File: src/design/dsfp_pkg.sv
`timescale 1ns / 1ps
// ----------------------------------------------------------------------------
// dsfp_pkg
// Shared types, codes and lookup functions for the date string field parser.
// ----------------------------------------------------------------------------
package dsfp_pkg;

  localparam int CHAR_W   = 8;
  localparam int ORDER_W  = 3;
  localparam int SHORT_W  = 7;
  localparam int YEAR_W   = 14;
  localparam int STATUS_W = 3;
  localparam int DCNT_W   = 3;
  localparam int FCNT_W   = 2;

  localparam logic [CHAR_W-1:0] CHAR_SLASH = 8'h2F;
  localparam logic [CHAR_W-1:0] CHAR_ZERO  = 8'h30;
  localparam logic [CHAR_W-1:0] CHAR_NINE  = 8'h39;

  localparam logic [DCNT_W-1:0] DIGITS_KEPT  = 3'd4;
  localparam logic [DCNT_W-1:0] DIGITS_SAT   = 3'd7;
  localparam logic [DCNT_W-1:0] SHORT_DIGITS = 3'd2;
  localparam logic [DCNT_W-1:0] YEAR_DIGITS  = 3'd4;
  localparam logic [FCNT_W-1:0] FIELDS_FULL  = 2'd3;
  localparam logic [SHORT_W-1:0] MONTHS      = 7'd12;

  typedef enum logic [STATUS_W-1:0] {
    STAT_OK         = 3'd0,
    STAT_INCOMPLETE = 3'd1,
    STAT_SHORT_LONG = 3'd2,
    STAT_YEAR_LONG  = 3'd3,
    STAT_BAD_CHAR   = 3'd4,
    STAT_EXTRA      = 3'd5,
    STAT_BAD_MONTH  = 3'd6,
    STAT_BAD_DAY    = 3'd7
  } status_t;

  typedef enum logic [1:0] {
    ROLE_DAY   = 2'd0,
    ROLE_MONTH = 2'd1,
    ROLE_YEAR  = 2'd2
  } role_t;

  typedef enum logic [ORDER_W-1:0] {
    ORDER_DMY = 3'd0,
    ORDER_MDY = 3'd1,
    ORDER_YMD = 3'd2,
    ORDER_YDM = 3'd3,
    ORDER_MYD = 3'd4,
    ORDER_DYM = 3'd5
  } order_t;

  typedef struct packed {
    logic [SHORT_W-1:0] day;
    logic [SHORT_W-1:0] month;
    logic [YEAR_W-1:0]  year;
    status_t            status;
  } result_t;

  function automatic role_t role_of(input logic [ORDER_W-1:0] order,
                                    input logic [FCNT_W-1:0] idx);
    role_t r0;
    role_t r1;
    role_t r2;
    begin
      r0 = ROLE_DAY;
      r1 = ROLE_MONTH;
      r2 = ROLE_YEAR;
      unique case (order)
        ORDER_MDY: begin r0 = ROLE_MONTH; r1 = ROLE_DAY;   r2 = ROLE_YEAR;  end
        ORDER_YMD: begin r0 = ROLE_YEAR;  r1 = ROLE_MONTH; r2 = ROLE_DAY;   end
        ORDER_YDM: begin r0 = ROLE_YEAR;  r1 = ROLE_DAY;   r2 = ROLE_MONTH; end
        ORDER_MYD: begin r0 = ROLE_MONTH; r1 = ROLE_YEAR;  r2 = ROLE_DAY;   end
        ORDER_DYM: begin r0 = ROLE_DAY;   r1 = ROLE_YEAR;  r2 = ROLE_MONTH; end
        default:   begin r0 = ROLE_DAY;   r1 = ROLE_MONTH; r2 = ROLE_YEAR;  end
      endcase
      unique case (idx)
        2'd0:    role_of = r0;
        2'd1:    role_of = r1;
        default: role_of = r2;
      endcase
    end
  endfunction

  function automatic logic [SHORT_W-1:0] month_len(input logic [SHORT_W-1:0] month);
    unique case (month)
      7'd2:                      month_len = 7'd28;
      7'd4, 7'd6, 7'd9, 7'd11:   month_len = 7'd30;
      default:                   month_len = 7'd31;
    endcase
  endfunction

endpackage

File: src/design/dsfp_in_if.sv
`timescale 1ns / 1ps
// ----------------------------------------------------------------------------
// dsfp_in_if
// Character request channel: one string character and its last flag.
// ----------------------------------------------------------------------------
interface dsfp_in_if;
  logic                          valid;
  logic                          ready;
  logic [dsfp_pkg::CHAR_W-1:0]   char_code;
  logic                          last;

  modport source (output valid, output char_code, output last, input ready);
  modport sink   (input valid, input char_code, input last, output ready);
endinterface

File: src/design/dsfp_out_if.sv
`timescale 1ns / 1ps
// ----------------------------------------------------------------------------
// dsfp_out_if
// Result request channel: parsed day, month, year and status.
// ----------------------------------------------------------------------------
interface dsfp_out_if;
  logic                            valid;
  logic                            ready;
  logic [dsfp_pkg::SHORT_W-1:0]    day;
  logic [dsfp_pkg::SHORT_W-1:0]    month;
  logic [dsfp_pkg::YEAR_W-1:0]     year;
  logic [dsfp_pkg::STATUS_W-1:0]   status;

  modport source (output valid, output day, output month, output year, output status,
                  input ready);
  modport sink   (input valid, input day, input month, input year, input status,
                  output ready);
endinterface

File: src/design/dsfp_step.sv
`timescale 1ns / 1ps
// ----------------------------------------------------------------------------
// dsfp_step
// Per-string parse state and the combinational character step with field
// close and final date checks.
// ----------------------------------------------------------------------------
module dsfp_step (
  input  logic                           clk,
  input  logic                           rst,
  input  logic                           cfg_wr_en,
  input  logic [dsfp_pkg::ORDER_W-1:0]   cfg_wr_data,
  input  logic                           take,
  input  logic [dsfp_pkg::CHAR_W-1:0]    char_code,
  input  logic                           last,
  output logic                           res_valid,
  output dsfp_pkg::result_t              res
);

  logic [dsfp_pkg::ORDER_W-1:0]  date_order;
  logic [dsfp_pkg::DCNT_W-1:0]   digit_count, digit_count_next;
  logic [dsfp_pkg::YEAR_W-1:0]   field_value, field_value_next;
  logic [dsfp_pkg::FCNT_W-1:0]   field_count, field_count_next;
  logic [dsfp_pkg::SHORT_W-1:0]  day_store, day_store_next;
  logic [dsfp_pkg::SHORT_W-1:0]  month_store, month_store_next;
  logic [dsfp_pkg::YEAR_W-1:0]   year_store, year_store_next;
  dsfp_pkg::status_t             error_code, error_code_next;

  logic                          is_digit;
  logic                          do_close;
  logic [3:0]                    digit;
  dsfp_pkg::role_t               role;
  dsfp_pkg::status_t             final_status;

  assign is_digit = (char_code >= dsfp_pkg::CHAR_ZERO) && (char_code <= dsfp_pkg::CHAR_NINE);
  assign digit    = 4'(char_code - dsfp_pkg::CHAR_ZERO);
  assign role     = dsfp_pkg::role_of(date_order, field_count);

  always_comb begin
    digit_count_next = digit_count;
    field_value_next = field_value;
    field_count_next = field_count;
    day_store_next   = day_store;
    month_store_next = month_store;
    year_store_next  = year_store;
    error_code_next  = error_code;
    do_close         = 1'b0;
    final_status     = dsfp_pkg::STAT_OK;

    if (error_code == dsfp_pkg::STAT_OK) begin
      if (char_code == dsfp_pkg::CHAR_SLASH) begin
        do_close = 1'b1;
      end else if (is_digit) begin
        if (digit_count < dsfp_pkg::DIGITS_KEPT) begin
          field_value_next = 14'(field_value * 14'd10) + 14'(digit);
        end
        if (digit_count < dsfp_pkg::DIGITS_SAT) begin
          digit_count_next = digit_count + 3'd1;
        end
        do_close = last;
      end else begin
        error_code_next = dsfp_pkg::STAT_BAD_CHAR;
      end
    end

    if (do_close) begin
      priority if (digit_count_next == '0) begin
        error_code_next = dsfp_pkg::STAT_INCOMPLETE;
      end else if (field_count == dsfp_pkg::FIELDS_FULL) begin
        error_code_next = dsfp_pkg::STAT_EXTRA;
      end else if (role != dsfp_pkg::ROLE_YEAR && digit_count_next > dsfp_pkg::SHORT_DIGITS) begin
        error_code_next = dsfp_pkg::STAT_SHORT_LONG;
      end else if (role == dsfp_pkg::ROLE_YEAR && digit_count_next > dsfp_pkg::YEAR_DIGITS) begin
        error_code_next = dsfp_pkg::STAT_YEAR_LONG;
      end else begin
        unique case (role)
          dsfp_pkg::ROLE_DAY:   day_store_next   = field_value_next[dsfp_pkg::SHORT_W-1:0];
          dsfp_pkg::ROLE_MONTH: month_store_next = field_value_next[dsfp_pkg::SHORT_W-1:0];
          default:              year_store_next  = field_value_next;
        endcase
        field_count_next = field_count + 2'd1;
      end
      digit_count_next = '0;
      field_value_next = '0;
    end

    final_status = error_code_next;
    if (error_code_next == dsfp_pkg::STAT_OK) begin
      priority if (field_count_next != dsfp_pkg::FIELDS_FULL) begin
        final_status = dsfp_pkg::STAT_INCOMPLETE;
      end else if (month_store_next == '0 || month_store_next > dsfp_pkg::MONTHS) begin
        final_status = dsfp_pkg::STAT_BAD_MONTH;
      end else if (day_store_next > dsfp_pkg::month_len(month_store_next)) begin
        final_status = dsfp_pkg::STAT_BAD_DAY;
      end else begin
        final_status = dsfp_pkg::STAT_OK;
      end
    end

    res.status = final_status;
    if (final_status == dsfp_pkg::STAT_OK) begin
      res.day   = day_store_next;
      res.month = month_store_next;
      res.year  = year_store_next;
    end else begin
      res.day   = '0;
      res.month = '0;
      res.year  = '0;
    end
  end

  assign res_valid = take && last;

  always_ff @(posedge clk) begin
    if (rst) begin
      date_order <= '0;
    end else if (cfg_wr_en) begin
      date_order <= cfg_wr_data;
    end
  end

  always_ff @(posedge clk) begin
    if (rst) begin
      digit_count <= '0;
      field_value <= '0;
      field_count <= '0;
      day_store   <= '0;
      month_store <= '0;
      year_store  <= '0;
      error_code  <= dsfp_pkg::STAT_OK;
    end else if (take) begin
      if (last) begin
        digit_count <= '0;
        field_value <= '0;
        field_count <= '0;
        day_store   <= '0;
        month_store <= '0;
        year_store  <= '0;
        error_code  <= dsfp_pkg::STAT_OK;
      end else begin
        digit_count <= digit_count_next;
        field_value <= field_value_next;
        field_count <= field_count_next;
        day_store   <= day_store_next;
        month_store <= month_store_next;
        year_store  <= year_store_next;
        error_code  <= error_code_next;
      end
    end
  end

endmodule

File: src/design/dsfp_out_reg.sv
`timescale 1ns / 1ps
// ----------------------------------------------------------------------------
// dsfp_out_reg
// Result register: holds one finished result until the sink takes it.
// ----------------------------------------------------------------------------
module dsfp_out_reg (
  input  logic                 clk,
  input  logic                 rst,
  input  logic                 load,
  input  dsfp_pkg::result_t    res,
  output logic                 slot_free,
  dsfp_out_if.source           out_chan
);

  logic              full;
  dsfp_pkg::result_t held;

  assign slot_free = !full || out_chan.ready;

  always_ff @(posedge clk) begin
    if (rst) begin
      full <= 1'b0;
    end else if (load) begin
      full <= 1'b1;
    end else if (out_chan.ready) begin
      full <= 1'b0;
    end
  end

  always_ff @(posedge clk) begin
    if (load) begin
      held <= res;
    end
  end

  assign out_chan.valid  = full;
  assign out_chan.day    = held.day;
  assign out_chan.month  = held.month;
  assign out_chan.year   = held.year;
  assign out_chan.status = held.status;

endmodule

File: src/design/date_string_field_parser_top.sv
`timescale 1ns / 1ps
// ----------------------------------------------------------------------------
// date_string_field_parser_top
// Slash-separated date string parser with configurable day/month/year order.
// ----------------------------------------------------------------------------
// Takes one character request per clock cycle. Each character is folded into
// the parse state in the cycle it is accepted; the request flagged last yields
// one result (day, month, year, status) in the result register, visible the
// following cycle. Input stalls only while that register holds a result the
// sink has not yet taken. The order register is written directly with no
// wait and applies at the next field close.
module date_string_field_parser_top (
  input  logic                           clk,
  input  logic                           rst,
  input  logic                           cfg_wr_en,
  input  logic [dsfp_pkg::ORDER_W-1:0]   cfg_wr_data,
  dsfp_in_if.sink                        in_chan,
  dsfp_out_if.source                     out_chan
);

  logic              slot_free;
  logic              take;
  logic              res_valid;
  dsfp_pkg::result_t res;

  assign in_chan.ready = slot_free;
  assign take          = in_chan.valid && slot_free;

  dsfp_step u_step (
    .clk         (clk),
    .rst         (rst),
    .cfg_wr_en   (cfg_wr_en),
    .cfg_wr_data (cfg_wr_data),
    .take        (take),
    .char_code   (in_chan.char_code),
    .last        (in_chan.last),
    .res_valid   (res_valid),
    .res         (res)
  );

  dsfp_out_reg u_out_reg (
    .clk       (clk),
    .rst       (rst),
    .load      (res_valid),
    .res       (res),
    .slot_free (slot_free),
    .out_chan  (out_chan)
  );

endmodule
File: src/flat_wrapper.sv
// flat-port wrapper written by rule: the top's interface ports become plain ports
module date_string_field_parser_top_flat 
  (clk, rst, cfg_wr_en, cfg_wr_data, in_chan_valid, in_chan_char_code, in_chan_last, in_chan_ready, out_chan_valid, out_chan_day, out_chan_month, out_chan_year, out_chan_status, out_chan_ready);
  dsfp_in_if in_chan_i ();
  dsfp_out_if out_chan_i ();
  input  logic clk;
  input  logic rst;
  input  logic cfg_wr_en;
  input  logic [dsfp_pkg::ORDER_W-1:0] cfg_wr_data;
  input wire logic [$bits(in_chan_i.valid)-1:0] in_chan_valid;
  input wire logic [$bits(in_chan_i.char_code)-1:0] in_chan_char_code;
  input wire logic [$bits(in_chan_i.last)-1:0] in_chan_last;
  output wire logic [$bits(in_chan_i.ready)-1:0] in_chan_ready;
  output wire logic [$bits(out_chan_i.valid)-1:0] out_chan_valid;
  output wire logic [$bits(out_chan_i.day)-1:0] out_chan_day;
  output wire logic [$bits(out_chan_i.month)-1:0] out_chan_month;
  output wire logic [$bits(out_chan_i.year)-1:0] out_chan_year;
  output wire logic [$bits(out_chan_i.status)-1:0] out_chan_status;
  input wire logic [$bits(out_chan_i.ready)-1:0] out_chan_ready;
  assign in_chan_i.valid = in_chan_valid;
  assign in_chan_i.char_code = in_chan_char_code;
  assign in_chan_i.last = in_chan_last;
  assign in_chan_ready = in_chan_i.ready;
  assign out_chan_valid = out_chan_i.valid;
  assign out_chan_day = out_chan_i.day;
  assign out_chan_month = out_chan_i.month;
  assign out_chan_year = out_chan_i.year;
  assign out_chan_status = out_chan_i.status;
  assign out_chan_i.ready = out_chan_ready;
  date_string_field_parser_top u_core (.clk(clk), .rst(rst), .cfg_wr_en(cfg_wr_en), .cfg_wr_data(cfg_wr_data), .in_chan(in_chan_i), .out_chan(out_chan_i));
endmodule
File: config.mk
export PLATFORM = sky130hd
export DESIGN_NAME = date_string_field_parser_top_flat
export DESIGN_NICKNAME = d
export VERILOG_FILES = /design/src/design/dsfp_pkg.sv /design/src/design/dsfp_in_if.sv /design/src/design/dsfp_out_if.sv /design/src/design/dsfp_step.sv /design/src/design/dsfp_out_reg.sv /design/src/design/date_string_field_parser_top.sv /design/src/flat_wrapper.sv
export SDC_FILE = /design/constraint.sdc
export NUM_CORES = 1
export LEC_CHECK = 0
export ABC_AREA = 1
export BUFFER_PORTS_ARGS = -buffer_cell sky130_fd_sc_hd__buf_2
export CAP_MARGIN = 10
export CORE_ASPECT_RATIO = 1.1
export CORE_MARGIN = 1
export CORE_UTILIZATION = 55
export DETAILED_ROUTE_END_ITERATION = 7
export GPL_TIMING_DRIVEN = 0
export PLACE_DENSITY_LB_ADDON = 0.12
export SLEW_MARGIN = 20
export SYNTH_ARGS = -nofsm -noshare
export SYNTH_HDL_FRONTEND = slang
export SYNTH_SLANG_ARGS = --single-unit
File: constraint.sdc
create_clock -name clk -period 4.5 [get_ports clk]
set_input_delay 0.9 -clock clk [delete_from_list [all_inputs] [get_ports clk]]
set_output_delay 0.9 -clock clk [all_outputs]
set_load 0.05 [all_outputs]
==> qor.yml, run 1 <==
syn-cell-area_um2: 5400
dpl.hpwl_um: 9270
path_cells: "ha_1 > ha_1 > inv_1 > fa_1 > nor2_1 > and2_1 > o21ai_0 > o21ai_2 > nand2_1 > o21ai_2 > nand3_2 > nor4_2 > ha_1 > inv_1 > nor2_1 > o21ai_0 > nor2_1 > nand2_1 > nand2_2 > nor2_4 > nand2_4 > buf_12 > nor2_4"
post_drt_wl_per_cell_um: 13.7
syn-instance-count: 693
vias: 4697
grt_pass1_wl_um: 20400
cap_violations: 0
startpoint: "u_core.u_step.field_value[3]"
cp.arrival_ns: 4.35
grt_overflow_total: 0
cts_inserted_buffers: 9
whs_ns: 0.469
die_area_um2: 10200
synth_edf_count: 31
min_period_ns: 4.13
post_cts_buffers: 0
synth.distinct_cells: 47
crit_buf_inv: 3
synth_ff_type: "dfxtp_1"
max_stage_delay_ns: 0.46
core_region_area_um2: 9440
num_antenna_cells: 0
clk_pin_slew_worst_paths_ns: 0.08
final_area_um2: 6000
startpoint_type: "flip-flop"
antenna_found_initial: 0
power_density_nw_per_um2: 243
portBuffers: 49
ir_worst_vdd_mv: 0.130
die_w_um: 96.4
setup_viol: 0
leakage_uw: 0.00242
fmax_ghz: 0.242
nFillCells: 852
cellInternalPower_uw: 1050
p_clk_share_pct: 31.8
switchingPower_uw: 406
r2r_start: "u_core.u_step.field_value[3]"
critPathSlowestCell: "fa_1"
cp_max_fo: 10
dpl_cell_area_um2: 5830
nNetsFinal: 807
synthArstFlopShare_pct: 0
status: "complete, no violations"
area_growth_pct: 11.2
drt-initial-drc-count: 282
final_common_cell: "nand2_1"
via_per_inst: 5.34
finClkSkew_ns: 0.00961
final_max_slew_viol_count: 0
combPwrFrac_pct: 12.3
fin_util_pct: 63.5
htree_levels: 3
clock-sinks: 85
antenna_left: 0
drive_above_1_share_pct: 19.1
crit_type: "flip-flop to flip-flop"
rows: 37
routabilityCongestion: 0.894
end_kind: "flip-flop"
grt_pass1_vias: 4519
grt_usage_pct: 25.7
required_ns: 4.73
die_h_um: 106
rsz0062_at_grt: "false"
syn_area_per_cell_um2: 7.79
clock_latency_ns: 0.36
finalPower_uw: 1460
hp-start: "u_core.u_step.year_store[0]"
cp_top_family: "simple AND/OR/NAND/NOR gates"
drc: 0
cts_root_buffer: "clkbuf_8"
fin_ws_ns: 0.373
final_cell_mix: "186 x nand2_1, 66 x inv_1, 55 x a21oi_1"
pre_cts_slack_ns: -0.230
post-route-period-util_pct: 91.7
yosys_register_bits: 85
ys_seq_area_share_pct: 37.3
hold_path_class: "flip-flop to flip-flop"
cts_tree: "built"
clockBufferDepth: 2
tightest_slew_ns: 0.673
final-hold-violation-count: 0
initial_core_util_pct: 57.1
slew_headroom_pct: 55.0
ys_warn_count: 0
seqPwrFrac_pct: 55.9
ioPinCount: 50
wirelength_um: 12000
switching_share_pct: 27.8
grt_max_degree: 31
first_pass_iters: 5
## cells in the mapped netlist (9+ instances only)
cell      count  area (um^2)
nor2_1       52          195
xnor2_1       9         78.8
a21oi_1      56          280
nand3_1      28          140
or2_2        18          113
clkbuf_1     14         52.6
nand2_2      11         68.8
inv_1        66          248
nand2_1     186          698
o21ai_0      29          145
dfxtp_1      54         1080
o21ai_1       9         45.0
edfxtp_1     31          931
nor2_4       25          282
ha_1         30          375
## state kept, by name (all words and copies together), names as in the netlist
signal,cells
u_core.u_out_reg.out_chan.day,7
u_core.u_out_reg.out_chan.month,7
u_core.u_out_reg.out_chan.status,3
u_core.u_out_reg.out_chan.valid,1
u_core.u_out_reg.out_chan.year,14
u_core.u_step.date_order,3
u_core.u_step.day_store,7
u_core.u_step.digit_count,3
u_core.u_step.error_code,3
u_core.u_step.field_count,2
u_core.u_step.field_value,14
u_core.u_step.month_store,7
u_core.u_step.year_store,14
## per-layer routing
layer / up-vias / track usage [%] / share of wire [%]
met2: 104 / 42.2 / 48
li1: 2372 / - / -
met5: - / 0 / 0
met1: 2192 / 33.0 / 45
met3: 29 / 3.43 / 3.1
met4: 0 / 11.7 / 3.3
## cells by family after synthesis
kind of cell / count (synthesis) / synth area share (%)
other: 1 / 0.0695
and+or+nand+nor: 355 / 32.9
xor gates and xnor gates: 16 / 2.60
AOI/OAI and AO/OA: 115 / 12.2
buffers and inverters: 89 / 7.23
DFF: 85 / 37.3
adders and majority gates: 32 / 7.70
## stage by stage
stage | instances | TNS, ns
2_1_floorplan | 697 | 0
3_3_place_gp | 863 | -0.517
3_5_place_dp | 864 | -4.84
4_1_cts | 880 | 0
5_1_grt | 880 | 0
6_report | 880 | 0
## area by class of cell
type	instances	area, um^2	area share (%)
flip-flops and latches	85	2010	33.5
repair buffers	50	265	4.42
clock inverters	3	16.3	0.271
inverters	68	255	4.25
well taps	117	146	2.44
multi-input cells	523	3030	50.5
plain buffers	21	135	2.25
clock buffers	13	139	2.31
## worst min-delay path, delay by kind of cell, from the launching register on
family,cells,cell delay (ns)
DFF,1,0.32
AOI/OAI and AO/OA,1,0.05
and+or+nand+nor,1,0.06
## power groups by stage
stage	combinational (uW)	clock [uW]	sequential, uW
finish	179	464	814
detailed placement	177	0	833
floorplan	89.8	0	870
global placement	170	0	833
global route	194	498	816
CTS	178	472	815
## what timing repair did
| item | 4_1_cts | 5_1_grt |
|---|---|---|
| resized for setup | 0 | 5 |
| endpoints found under the setup margin | 0 | 26 |
| hold buffers | 0 | 0 |
## final timing paths
path / cells past startpoint / endpoint / slack, ns
worst max-delay path: 23 / u_core.u_out_reg.out_chan.year[2] / 0.37
worst min register to register: 2 / u_core.u_step.year_store[0] / 0.47
worst min-delay path: 2 / u_core.u_step.year_store[0] / 0.47
worst max register to register: 23 / u_core.u_out_reg.out_chan.year[2] / 0.37
Power figures use the tool's default switching activity.
==> run 2: changes to the inputs <==
--- a/config.mk
+++ b/config.mk
@@ -8,9 +8,10 @@
 export ABC_AREA = 1
 export BUFFER_PORTS_ARGS = -buffer_cell sky130_fd_sc_hd__buf_2
 export CAP_MARGIN = 10
-export CORE_ASPECT_RATIO = 1.1
+export CORE_ASPECT_RATIO = 0.7
 export CORE_MARGIN = 1
 export CORE_UTILIZATION = 55
+export CTS_BUF_LIST = sky130_fd_sc_hd__clkbuf_4
 export DETAILED_ROUTE_END_ITERATION = 7
 export GPL_TIMING_DRIVEN = 0
 export PLACE_DENSITY_LB_ADDON = 0.12
==> run 2 against run 1 <==
  * Sequential power hardly changed
  * Non-clock buffer count is the same
  * Clock skew up 0.0064 ns
  * Global-route usage increased by 0.28 points
  * Combinational power about the same
  * Die area is essentially flat
  * Critical path type unchanged
  * Cell count rose by 0.80%
  * Largest power group unchanged
  * Via count up 0.68%
==> qor.yml, run 2 (synthesized netlist as in run 1, its figures left out) <==
hold_path_class: "flip-flop to flip-flop"  # unchanged
crit_type: "flip-flop to flip-flop"  # unchanged
grt_max_degree: 24  # was 31
antenna_found_initial: 0  # unchanged
slew_headroom_pct: 44.5  # was 55.0%
grt_overflow_total: 0  # unchanged
wirelength_um: 12600  # was 12000 um
switching_share_pct: 28.2  # was 27.8%
finClkSkew_ns: 0.0161  # was 0.00961 ns
area_growth_pct: 11.6  # was 11.2%
ir_worst_vdd_mv: 0.245  # was 0.130 mV
num_antenna_cells: 0  # unchanged
switchingPower_uw: 426  # was 406 uW
clk_pin_slew_worst_paths_ns: 0.14  # was 0.08 ns
crit_buf_inv: 2  # was 3
seqPwrFrac_pct: 54.0  # was 55.9%
grt_pass1_vias: 4316  # was 4519
startpoint_type: "flip-flop"  # unchanged
drt-initial-drc-count: 342  # was 282
max_stage_delay_ns: 0.46  # about the same
dpl.hpwl_um: 9520  # was 9270 um
whs_ns: 0.472  # was 0.469 ns
htree_levels: 3  # unchanged
rsz0062_at_grt: "false"  # unchanged
final_max_slew_viol_count: 0  # unchanged
cp.arrival_ns: 4.43  # was 4.35 ns
rows: 29  # was 37
path_cells: "ha_1 > ha_1 > inv_1 > fa_1 > xor2_1 > nor2_1 > a21oi_1 > nand2_1 > nand2_1 > nand3_2 > nor4_2 > a21oi_1 > ha_1 > nand2_1 > o21ai_0 > nor2_1 > nand2_1 > nand2_2 > nor2_4 > nand2_4 > buf_12 > nor2_4"  # was ha_1 > ha_1 > inv_1 > fa_1 > nor2_1 > and2_1 > o21ai_0 > o21ai_2 > nand2_1 > o21ai_2 > nand3_2 > nor4_2 > ha_1 > inv_1 > nor2_1 > o21ai_0 > nor2_1 > nand2_1 > nand2_2 > nor2_4 > nand2_4 > buf_12 > nor2_4
clockBufferDepth: 2  # unchanged
end_kind: "flip-flop"  # unchanged
combPwrFrac_pct: 12.0  # was 12.3%
path_depth: 22  # was 23
die_w_um: 120  # was 96.4 um
drive_above_1_share_pct: 19.5  # was 19.1%
cp_max_fo: 10  # unchanged
drc: 0  # unchanged
post_drt_wl_per_cell_um: 14.2  # was 13.7 um
vias: 4729  # was 4697
setup_viol: 0  # unchanged
grt_pass1_wl_um: 20800  # was 20400 um
final-hold-violation-count: 0  # unchanged
antenna_left: 0  # unchanged
post-route-period-util_pct: 93.7  # was 91.7%
fmax_ghz: 0.237  # was 0.242 GHz
cts_root_buffer: "clkbuf_4"  # was clkbuf_8
ioPinCount: 50  # unchanged
routabilityCongestion: 0.848  # was 0.894
required_ns: 4.71  # was 4.73 ns
nNetsFinal: 807  # unchanged
reg2regPathDepth: 22  # was 23
cap_violations: 0  # unchanged
grt_usage_pct: 25.9  # was 25.7%
power_density_nw_per_um2: 251  # was 243 nW/um^2
die_area_um2: 10200  # about the same
final_common_cell: "nand2_1"  # unchanged
cellInternalPower_uw: 1080  # was 1050 uW
status: "complete, no violations"  # unchanged
first_pass_iters: 6  # was 5
cp_top_family: "adder cells"  # was simple AND/OR/NAND/NOR gates
fin_cells: 887  # was 880
cts_tree: "built"  # unchanged
final_cell_mix: "186 x nand2_1, 66 x inv_1, 56 x a21oi_1"  # was 186 x nand2_1, 66 x inv_1, 55 x a21oi_1
final_area_um2: 6020  # was 6000 um^2
p_clk_share_pct: 34.0  # was 31.8%
clock-sinks: 85  # unchanged
leakage_uw: 0.00244  # was 0.00242 uW
cts_inserted_buffers: 9  # unchanged
tightest_slew_ns: 0.824  # was 0.673 ns
clock_latency_ns: 0.46  # was 0.36 ns
critPathSlowestCell: "dfxtp_1"  # was fa_1
critPathMostFrequentCell: "nand2_1"
cts_hold_buf: 0  # unchanged
via_per_inst: 5.33  # was 5.34
die_h_um: 84.9  # was 106 um
core_region_area_um2: 9290  # was 9440 um^2
dpl_cell_area_um2: 5850  # was 5830 um^2
holdPathStages: 2  # unchanged
portBuffers: 49  # unchanged
min_period_ns: 4.21  # was 4.13 ns
initial_core_util_pct: 58.1  # was 57.1%
dp.cells: 871  # was 864
## run 2: power groups by stage
| stage | Combinational (uW) | Sequential [uW] | Clock [uW] |
|---|---|---|---|
| after floorplan | 89.8 | 870 | 0 |
| after global placement | 170 | 833 | 0 |
| after detailed placement | 179 | 832 | 0 |
| after CTS | 180 | 816 | 522 |
| after global routing | 196 | 817 | 550 |
| final | 181 | 816 | 513 |
## run 2: metal layers
layer,global-route usage (%),share of wire (%),wire [um]
met5,0,0,0
met4,6.96,1.2,151
met3,4.97,6.8,856
met2,41.7,46,5750
met1,35.9,46,5820
## run 2: worst register-to-register path: stages (launching register included)
cell	delay, ns
dfxtp_1	0.46
ha_1	0.28
ha_1	0.23
inv_1	0.10
fa_1	0.46
xor2_1	0.19
nor2_1	0.05
a21oi_1	0.37
nand2_1	0.14
nand2_1	0.10
nand3_2	0.13
nor4_2	0.23
a21oi_1	0.08
ha_1	0.28
nand2_1	0.05
o21ai_0	0.09
nor2_1	0.12
nand2_1	0.07
nand2_2	0.09
nor2_4	0.05
nand2_4	0.13
buf_12	0.19
nor2_4	0.04
## run 2: timing repair
item / CTS / global route
gates resized for setup: 0 / 3
hold endpoints to repair: 0 / 0
buffers inserted: 0 / 0
setup endpoints to repair: 0 / 26
## run 2: area by class of cell
cell class / instances / area, um^2
clock buffers: 9 / 67.6
repair buffers: 50 / 273
fillers: 808 / 3270
inverters: 68 / 255
flip-flops and latches: 85 / 2010
multi-input cells: 523 / 3030
well taps: 124 / 155
clock inverters: 7 / 97.6
plain buffers: 21 / 135
## run 2: stage by stage
step	utilization [%]	setup WS, ns	TNS [ns]	total power [uW]
after floorplan	-	0.625	0	960
after global placement	62.6	-0.110	-2.02	1000
after detailed placement	62.9	-0.152	-3.01	1010
after CTS	64.7	0.150	0	1520
after global routing	64.8	0.0496	0	1560
final	64.8	0.286	0	1510
## run 2: final timing paths
| path | from | endpoint | slack [ns] |
|---|---|---|---|
| worst max-delay path | u_core.u_step.field_value[3] | u_core.u_out_reg.out_chan.year[3] | 0.29 |
| worst min-delay path | u_core.u_step.year_store[10] | u_core.u_step.year_store[10] | 0.47 |
| worst max register to register | u_core.u_step.field_value[3] | u_core.u_out_reg.out_chan.year[3] | 0.29 |
| worst min register to register | u_core.u_step.year_store[10] | u_core.u_step.year_store[10] | 0.47 |
==> run 3: changes to the inputs <==
--- a/config.mk
+++ b/config.mk
@@ -8,9 +8,11 @@
 export ABC_AREA = 1
 export BUFFER_PORTS_ARGS = -buffer_cell sky130_fd_sc_hd__buf_2
 export CAP_MARGIN = 10
+export CELL_PAD_IN_SITES_DETAIL_PLACEMENT = 1
+export CELL_PAD_IN_SITES_GLOBAL_PLACEMENT = 2
 export CORE_ASPECT_RATIO = 0.7
 export CORE_MARGIN = 1
-export CORE_UTILIZATION = 55
+export CORE_UTILIZATION = 37
 export CTS_BUF_LIST = sky130_fd_sc_hd__clkbuf_4
 export DETAILED_ROUTE_END_ITERATION = 7
 export GPL_TIMING_DRIVEN = 0
==> run 3 against run 2 <==
  * Maximum frequency up 1.1%
  * Total power shrank 2.8%
  * Global-route usage is 5.1 points lower
  * Clock power fell by 8.8%
  * Flip-flop and latch count did not move
  * Critical path depth rose by 1
  * Register-to-register slack improved by 0.04 ns
  * Setup slack gained 0.044 ns
  * Cell count rose by 7.4%
  * Sequential share of layout area shrank 0.34 points
  * Critical path type unchanged
  * Critical endpoint unchanged
  * Largest power group unchanged
==> qor.yml, run 3 (synthesized netlist as in run 1, its figures left out) <==
r2r_start: "u_core.u_step.field_value[3]"  # unchanged
cp-endpoint: "u_core.u_out_reg.out_chan.year[3]"  # unchanged
final_common_cell: "nand2_1"  # unchanged
vias: 4682  # was 4729
drive_above_1_share_pct: 19.7  # was 19.5%
r2r_slack_ns: 0.33  # was 0.29 ns
initial_core_util_pct: 38.4  # was 58.1%
grt_pass1_vias: 4734  # was 4316
final_cell_mix: "186 x nand2_1, 66 x inv_1, 55 x a21oi_1"  # was 186 x nand2_1, 66 x inv_1, 56 x a21oi_1
die_w_um: 146  # was 120 um
combPwrFrac_pct: 12.5  # was 12.0%
slew_headroom_pct: 52.6  # was 44.5%
power_density_nw_per_um2: 241  # was 251 nW/um^2
dpl.hpwl_um: 12000  # was 9520 um
rows: 36  # was 29
switchingPower_uw: 442  # was 426 uW
nFillCells: 1783  # was 808
grt_pass1_wl_um: 24500  # was 20800 um
core_region_area_um2: 14100  # was 9290 um^2
end_kind: "flip-flop"  # unchanged
nNetsFinal: 807  # unchanged
via_per_inst: 4.91  # was 5.33
cellInternalPower_uw: 1030  # was 1080 uW
rsz0062_at_grt: "false"  # unchanged
grt_overflow_total: 0  # unchanged
grt_max_degree: 29  # was 24
startpoint: "u_core.u_step.field_value[3]"  # unchanged
grt_usage_pct: 20.9  # was 25.9%
hold_path_class: "flip-flop to flip-flop"  # unchanged
num_antenna_cells: 0  # unchanged
drt-initial-drc-count: 187  # was 342
switching_share_pct: 30.1  # was 28.2%
crit_type: "flip-flop to flip-flop"  # unchanged
fmax_ghz: 0.240  # was 0.237 GHz
clock-sinks: 85  # unchanged
startpoint_type: "flip-flop"  # unchanged
post_cts_buffers: 0  # unchanged
setup_tns_ns: 0  # unchanged
reg2regPathDepth: 23  # was 22
reg2reg_to: "u_core.u_out_reg.out_chan.year[3]"  # unchanged
whs_ns: 0.471  # was 0.472 ns
area_growth_pct: 12.8  # was 11.6%
seqPwrFrac_pct: 55.6  # was 54.0%
tightest_slew_ns: 0.703  # was 0.824 ns
post_drt_wl_per_cell_um: 15.7  # was 14.2 um
finClkSkew_ns: 0.0159  # was 0.0161 ns
htree_levels: 3  # unchanged
fin_ws_ns: 0.330  # was 0.286 ns
min_period_ns: 4.17  # was 4.21 ns
wirelength_um: 15000  # was 12600 um
ioPinCount: 50  # unchanged
final_max_slew_viol_count: 0  # unchanged
antenna_found_initial: 0  # unchanged
portBuffers: 49  # unchanged
required_ns: 4.83  # was 4.71 ns
p_clk_share_pct: 31.9  # was 34.0%
clockBufferDepth: 2  # unchanged
clk_pin_slew_worst_paths_ns: 0.15  # was 0.14 ns
leakage_uw: 0.00242  # was 0.00244 uW
cp.arrival_ns: 4.50  # was 4.43 ns
cts_tree: "built"  # unchanged
cp_max_fo: 10  # unchanged
first_pass_iters: 4  # was 6
final-hold-violation-count: 0  # unchanged
pre_cts_slack_ns: -0.433  # was -0.152 ns
status: "complete, no violations"  # unchanged
clock_latency_ns: 0.46  # about the same
setup_viol: 0  # unchanged
die_area_um2: 15100  # was 10200 um^2
ir_worst_vdd_mv: 0.141  # was 0.245 mV
post-route-period-util_pct: 92.7  # was 93.7%
antenna_left: 0  # unchanged
routabilityCongestion: 0.797  # was 0.848
die_h_um: 103  # was 84.9 um
cap_violations: 0  # unchanged
cts_root_buffer: "clkbuf_4"  # unchanged
cts_inserted_buffers: 9  # unchanged
drc: 0  # unchanged
==> run 3: layout make-up <==
class	count	area, um^2	area share (%)
Inverter	68	255	4.19
Tap cell	190	238	3.91
Timing Repair Buffer	50	265	4.36
Clock buffer	9	67.6	1.11
Multi-Input combinational cell	523	3040	49.9
Buffer	21	135	2.22
Sequential cell	85	2010	33.1
Clock inverter	7	72.6	1.19
==> run 3: power by group through the flow <==
stage / combinational (uW) / clock (uW) / sequential (uW)
6_report: 184 / 468 / 816
5_1_grt: 202 / 511 / 818
4_1_cts: 185 / 483 / 817
3_5_place_dp: 185 / 0 / 833
3_3_place_gp: 178 / 0 / 833
2_1_floorplan: 89.8 / 0 / 870
==> run 3: timing repair <==
action                                  in CTS  in global routing
hold buffers                                 0                  0
resized for setup                            1                  5
endpoints found under the setup margin      20                 26
gates cloned                                 0                  0
==> run 3: how the worst min path moves through the flow <==
stage / start / to / slack, ns / cells after the start
finish: u_core.u_step.field_value[13] / u_core.u_step.field_value[13] / 0.47 / 2
CTS: u_core.u_step.field_value[13] / u_core.u_step.field_value[13] / 0.48 / 2
floorplan: u_core.u_step.month_store[3] / u_core.u_step.month_store[3] / 0.44 / 2
global route: u_core.u_step.year_store[6] / u_core.u_step.year_store[6] / 0.50 / 2
detailed placement: u_core.u_step.field_value[13] / u_core.u_step.field_value[13] / 0.46 / 2
global placement: u_core.u_step.month_store[4] / u_core.u_step.month_store[4] / 0.45 / 2
==> run 3: stage by stage <==
step / instance area (um^2) / util (%) / total power [uW] / std cells
6_report: 6080 / 43.3 / 1470 / 953
5_1_grt: 6080 / 43.3 / 1530 / 953
2_1_floorplan: 5410 / - / 960 / 697
3_5_place_dp: 5920 / 42.1 / 1020 / 937
4_1_cts: 6070 / 43.2 / 1490 / 953
3_3_place_gp: 5890 / 41.9 / 1010 / 936
==> run 3: layer usage <==
metal	routed length [um]	GRT usage, %
met1	7930	28.8
met4	196	5.13
met3	305	3.50
met5	0	0
met2	6550	34.2
==> run 3: critical path, stage by stage (launching register included) <==
cell and delay, ns:
dfxtp_1 0.44, ha_1 0.27, ha_1 0.23, inv_1 0.10
fa_1 0.47, nor2_1 0.17, and2_1 0.17, o21ai_0 0.10
o21ai_2 0.13, nand2_1 0.11, o21ai_2 0.09, nand3_2 0.16
nor4_4 0.21, ha_1 0.29, inv_1 0.06, nor2_1 0.04
o21ai_1 0.23, nor2_1 0.09, nand2_1 0.09, nand2_2 0.09
nor2_4 0.13, nand2_4 0.11, buf_12 0.19, nor2_4 0.09
